===== config.mk =====
export PLATFORM = sky130hd
export DESIGN_NAME = tmsc_cmp
export DESIGN_NICKNAME = d
export VERILOG_FILES = /design/src/tmsc_pkg.sv /design/src/tmsc_cmp.sv
export SDC_FILE = /design/constraint.sdc
export NUM_CORES = 1
export LEC_CHECK = 0
export ABC_CLOCK_PERIOD_IN_PS = 2300
export BUFFER_PORTS_ARGS = -buffer_cell sky130_fd_sc_hd__buf_4
export CAP_MARGIN = 20
export CORE_MARGIN = 2
export CORE_UTILIZATION = 37
export DETAILED_ROUTE_END_ITERATION = 8
export PLACE_DENSITY = 0.87
export SYNTH_ARGS = -nofsm -noshare
export SYNTH_HDL_FRONTEND = slang
export SYNTH_SLANG_ARGS = --single-unit

===== constraint.sdc =====
create_clock -name vclk -period 2.3
set_input_delay 0.46 -clock vclk [all_inputs]
set_output_delay 0.46 -clock vclk [all_outputs]
set_load 0.03 [all_outputs]

===== src/tmsc_pkg.sv =====
package tmsc_pkg;

    localparam int SIZE_W = 7;
    localparam logic [SIZE_W-1:0] SIZE_RESET = 7'd64;

    localparam logic OP_LOAD = 1'b0;
    localparam logic OP_READ = 1'b1;

    localparam logic [31:0] FP_ABS_MASK = 32'h7FFF_FFFF;
    localparam logic [31:0] FP_INF_ABS  = 32'h7F80_0000;

    typedef struct packed {
        logic        op;
        logic [31:0] element_in;
    } in_item_t;

    typedef struct packed {
        logic [31:0] element_out;
        logic        last_of_matrix;
        logic        is_symmetric;
        logic        matrix_loaded;
        logic        read_too_early;
    } out_item_t;

    typedef enum logic [0:0] {
        ST_IDLE,
        ST_EXEC
    } state_t;

endpackage


===== src/tmsc_cmp.sv =====
module tmsc_cmp (
    input  logic [31:0] a,
    input  logic [31:0] b,
    output logic        equal
);

    logic [31:0] mag_a;
    logic [31:0] mag_b;

    assign mag_a = a & tmsc_pkg::FP_ABS_MASK;
    assign mag_b = b & tmsc_pkg::FP_ABS_MASK;

    always_comb
    begin
        if (mag_a > tmsc_pkg::FP_INF_ABS || mag_b > tmsc_pkg::FP_INF_ABS)
        begin
            equal = 1'b0;
        end
        else if (mag_a == 32'd0 && mag_b == 32'd0)
        begin
            equal = 1'b1;
        end
        else
        begin
            equal = (a == b);
        end
    end

endmodule


==> impl_metrics.toml, run 1 <==
[place]
place_hpwl_mm = 1.860
numPortBuffers = 65
placed_cell_area_mm2 = 0.001018
place_congestion = 0.8828
dp_slack_ns = 0.06655

[final_layout]
nFlopsAndLatches = 0
final_area_mm2 = 0.001067
n_fill_cell = 101
multi_input_area_um2 = 560.5
final_common_cell = "buf_4"
area_growth_pct = 108.6
ff_latch_area_um2 = 0
antenna_cells = 0
nClkBuffers = 0
nets = 202
layout-drive-gt1-share = 0.5294
final_cell_mix = "buf_4, xnor2_1, nor4_1"

[setup_path]
crit_type = "in -> out"
worstSetupEndpointType = "output port"
worstPathMaxFanout = 2
cp.required_ns = 1.84
worstSetupStartpointType = "primary input"
cp.arrival_ns = 1.71

[yosys]
synth_nets = 135
synth.distinct_cells = 11
synth_compound_area_frac = 0.02200
ys_warn_count = 0
ys_seq_area_frac = 0
synth_top_family_by_area = "XOR/XNOR gates"
synth-simple-area-share = 0.4303
synthMuxAreaShare = 0
netlist_area_um2 = 511.7
synthAdderAreaFrac = 0
syn_inst = 71
synth-xor-area-share = 0.5477
synth_area_per_cell_um2 = 7.208

[drt]
drtIter0Drc = 16
num_vias = 822
wl_mm = 2.138
drt_first_pass_iters = 4
via_per_inst = 5.444
drc_errors = 0
wl_per_cell_um = 14.16
ant_nets = 0

[die]
start_util = 0.3933
die_area_mm2 = 0.001697
core_region_area_mm2 = 0.001301
dieHeight_um = 41.19
num_io_pins = 65
fp.dieW_um = 41.19
rows = 13

[timing]
min_period_over_period = 0.9440
min_period_ns = 2.171
max_freq_ghz = 0.4606
fin_setup_tns_ns = 0
drv_slew = 0
worst_slew_pin_slew_ns = 0.2654
finalHoldViolations = 0
rsz0062_at_grt = "no"
slew_headroom = 0.8214
setup_viol = 0
final.setup.worst_slack_ns = 0.1289

[global_routing]
grt_pass1_vias = 722
gr-total-overflow = 0
grt_pass1_wl_mm = 2.904
track_usage = 0.2500
antenna_found_initial = 0
grt_max_degree = 4

[pwr]
powerDensity_mw_per_mm2 = 175.5
peakVddDrop_mv = 0.1129
total_power_w = 0.0001873
p_leak_nw = 0.4303

[flow_run]
drv_cap = 0

[worst_hold_path]
min_path_type = "in -> out"

[status]
status = "completed"

[clock_tree]
cts_hold_buf = 0
## worst max-delay path: stages
cell     delay [ns]
buf_4          0.12
xnor2_1        0.16
nand4_1        0.14
nor4_2         0.27
nand2_1        0.10
o22ai_1        0.15
and3_1         0.16
buf_4          0.16
## per-stage QoR
step / util / cells / hold WS (ns)
2_1_floorplan: - / 71 / 1.268
3_3_place_gp: 0.7827 / 151 / 1.447
3_5_place_dp: 0.7827 / 151 / 1.452
4_1_cts: 0.7827 / 151 / 1.453
5_1_grt: 0.8202 / 151 / 1.473
6_report: 0.8202 / 151 / 1.451
## what timing repair did
| action | CTS | global route |
|---|---|---|
| endpoints found under the setup margin | 0 | 1 |
| buffers inserted | 0 | 0 |
| gates resized for setup | 0 | 7 |
## kinds of logic (layout without fill, tap and decap cells)
| family | Yosys count | in the layout |
|---|---|---|
| compound gates | 2 | 2 |
| xor+xnor | 32 | 32 |
| buf+inv | 0 | 65 |
| simple gates | 37 | 37 |
## layer usage
metal	vias to the layer above	track usage	wire length [um]	part of all wire
li1	413	-	-	-
met1	371	0.2943	822	0.38
met2	38	0.5000	1113	0.52
met3	0	0.01630	202	0.094
met4	0	0.01613	0	0
met5	-	0	0	0
## cells in the mapped netlist (all sizes together)
cell / count / area, um^2
nand2: 3 / 11.26
nand3: 1 / 5.000
o22ai: 1 / 6.260
nor3: 2 / 10.01
nor4: 16 / 100.1
nand4: 12 / 75.07
and3: 1 / 6.260
xnor2: 32 / 280.3
o21ai: 1 / 5.000
and4: 1 / 8.760
nor2: 1 / 3.750
## power by group
| group | internal [W] | switching (W) | total, W |
|---|---|---|---|
| Sequential | 0 | 0 | 0 |
| Clock | 0 | 0 | 0 |
| Combinational | 0.000118 | 0.0000697 | 0.000187 |
## area by class of cell
class                           count  share of cell area
Multi-Input combinational cell     71              0.5252
Timing Repair Buffer               65              0.4572
Tap cell                           15             0.01759
## final timing paths
kind | start | to | slack (ns) | cells past startpoint
worst max-delay path | b[13] | equal | 0.13 | 8
worst min-delay path | b[10] | equal | 1.45 | 6
(Power assumes the default switching activity.)
==> run 2: changes to the inputs <==
ABC_CLOCK_PERIOD_IN_PS = 2540   (was 2300)
GPL_TIMING_DRIVEN = 0   (was default)
clock period = 2.54 ns   (was 2.3 ns; I/O delays follow)
==> impl_metrics.toml, run 2 (synthesis results as in run 1) <==
[die]
rows = 13
num_io_pins = 65
fp.dieW_um = 41.19
dieHeight_um = 41.19
die_area_mm2 = 0.001697
start_util = 0.3933
core_region_area_mm2 = 0.001301

[timing]
min_period_ns = 2.391
final.setup.worst_slack_ns = 0.1494
slew_headroom = 0.8031
worst_slew_pin_slew_ns = 0.2927
holdWs_ns = 1.542
max_freq_ghz = 0.4183
setup_viol = 0
min_period_over_period = 0.9412
drv_slew = 0
fin_setup_tns_ns = 0
finalHoldViolations = 0
rsz0062_at_grt = "no"

[setup_path]
worstSetupEndpointType = "output port"
worstSetupStartpointType = "primary input"
cp.required_ns = 2.03
critPathSlowestCell = "nor4_1"
crit_type = "in -> out"
slowest_delay_ns = 0.33
worstPathCellList = "buf_4 -> xnor2_1 -> nand4_1 -> nor4_1 -> nand2_1 -> o22ai_1 -> and3_1 -> buf_4"
path_delay_family = "simple AND/OR/NAND/NOR gates"
cpMostUsedCell = "buf_4"
path_buf_inv = 2
worstPathMaxFanout = 2
cp.arrival_ns = 1.88

[drt]
drt_first_pass_iters = 4
drtIter0Drc = 5
drc_errors = 0
via_per_inst = 5.503
ant_nets = 0
wl_per_cell_um = 14.01
num_vias = 831
wl_mm = 2.115

[final_layout]
area_growth_pct = 100.2
nClkBuffers = 0
antenna_cells = 0
final_cell_mix = "buf_4, xnor2_1, nor4_1"
layout-drive-gt1-share = 0.4853
ff_latch_area_um2 = 0
nets = 202
final_common_cell = "buf_4"
nFlopsAndLatches = 0
final_util = 0.7875
n_fill_cell = 109

[worst_hold_path]
min_path_type = "in -> out"
worstHoldEndpoint = "equal"
hold_path_depth = 6
worstHoldStart = "b[10]"

[place]
place_hpwl_mm = 1.897
place_congestion = 0.8742
dp_slack_ns = 0.1824
numPortBuffers = 65

[pwr]
p_leak_nw = 0.4072
powerDensity_mw_per_mm2 = 157.9
peakVddDrop_mv = 0.09464

[global_routing]
grt_max_degree = 4
track_usage = 0.2511
grt_pass1_vias = 775
grt_pass1_wl_mm = 2.939
antenna_found_initial = 0
gr-total-overflow = 0

[clock_tree]
post-cts-setup-buffer-count = 0
cts_hold_buf = 0

[flow_run]
drv_cap = 0

[status]
status = "completed"
==> run 2: changes by cell type in the layout (fill, tap and decap cells not counted) <==
cell     change
nor4_1       +2
nor4_2       -2
xnor2_1      +4
xnor2_2      -4
==> run 2: tightest hold or removal path, delay by kind of cell <==
family	cells	cell delay, ns
AO/OA/AOI/OAI	1	0.05
buffers and inverters	2	0.25
AND/OR/NAND/NOR	3	0.22
==> run 2: area by class of cell <==
cell class	instances	area, um^2	area share
repair buffers	65	488.0	0.4762
multi-input cells	71	518.0	0.5055
well taps	15	18.77	0.01832
==> run 2: timing repair <==
item | CTS | global route
gates resized for setup | 0 | 1
hold endpoints to repair | 0 | 0
endpoints found under the setup margin | 0 | 1
==> run 2: how the worst max path moves through the flow <==
| stage | cells past startpoint | slack (ns) | startpoint | end |
|---|---|---|---|---|
| global route | 8 | 0.009 | b[2] | equal |
| detailed placement | 8 | 0.18 | b[22] | equal |
| CTS | 8 | 0.18 | b[22] | equal |
| floorplan | 6 | 0.48 | b[21] | equal |
| global placement | 8 | 0.19 | b[2] | equal |
| finish | 8 | 0.15 | b[22] | equal |
==> run 2: layer usage <==
layer,wire (um),up-vias,share of wire,track usage
met5,0,-,0,0
met4,26,0,0.012,0.04032
met3,227,4,0.11,0.02717
met2,1113,46,0.53,0.5078
met1,748,373,0.35,0.2753
li1,-,408,-,-
==> run 2: power breakdown <==
part           internal, W  total (W)  switching [W]
Clock                    0          0              0
Combinational     0.000102   0.000162      0.0000597
Sequential               0          0              0
==> run 2: per-stage QoR <==
stage / total power (W) / instance area [um^2] / cells
after floorplan: 0.00005344 / 511.7 / 71
after global placement: 0.0001570 / 1018 / 151
after detailed placement: 0.0001597 / 1018 / 151
after CTS: 0.0001607 / 1018 / 151
after global routing: 0.0001738 / 1025 / 151
final: 0.0001619 / 1025 / 151
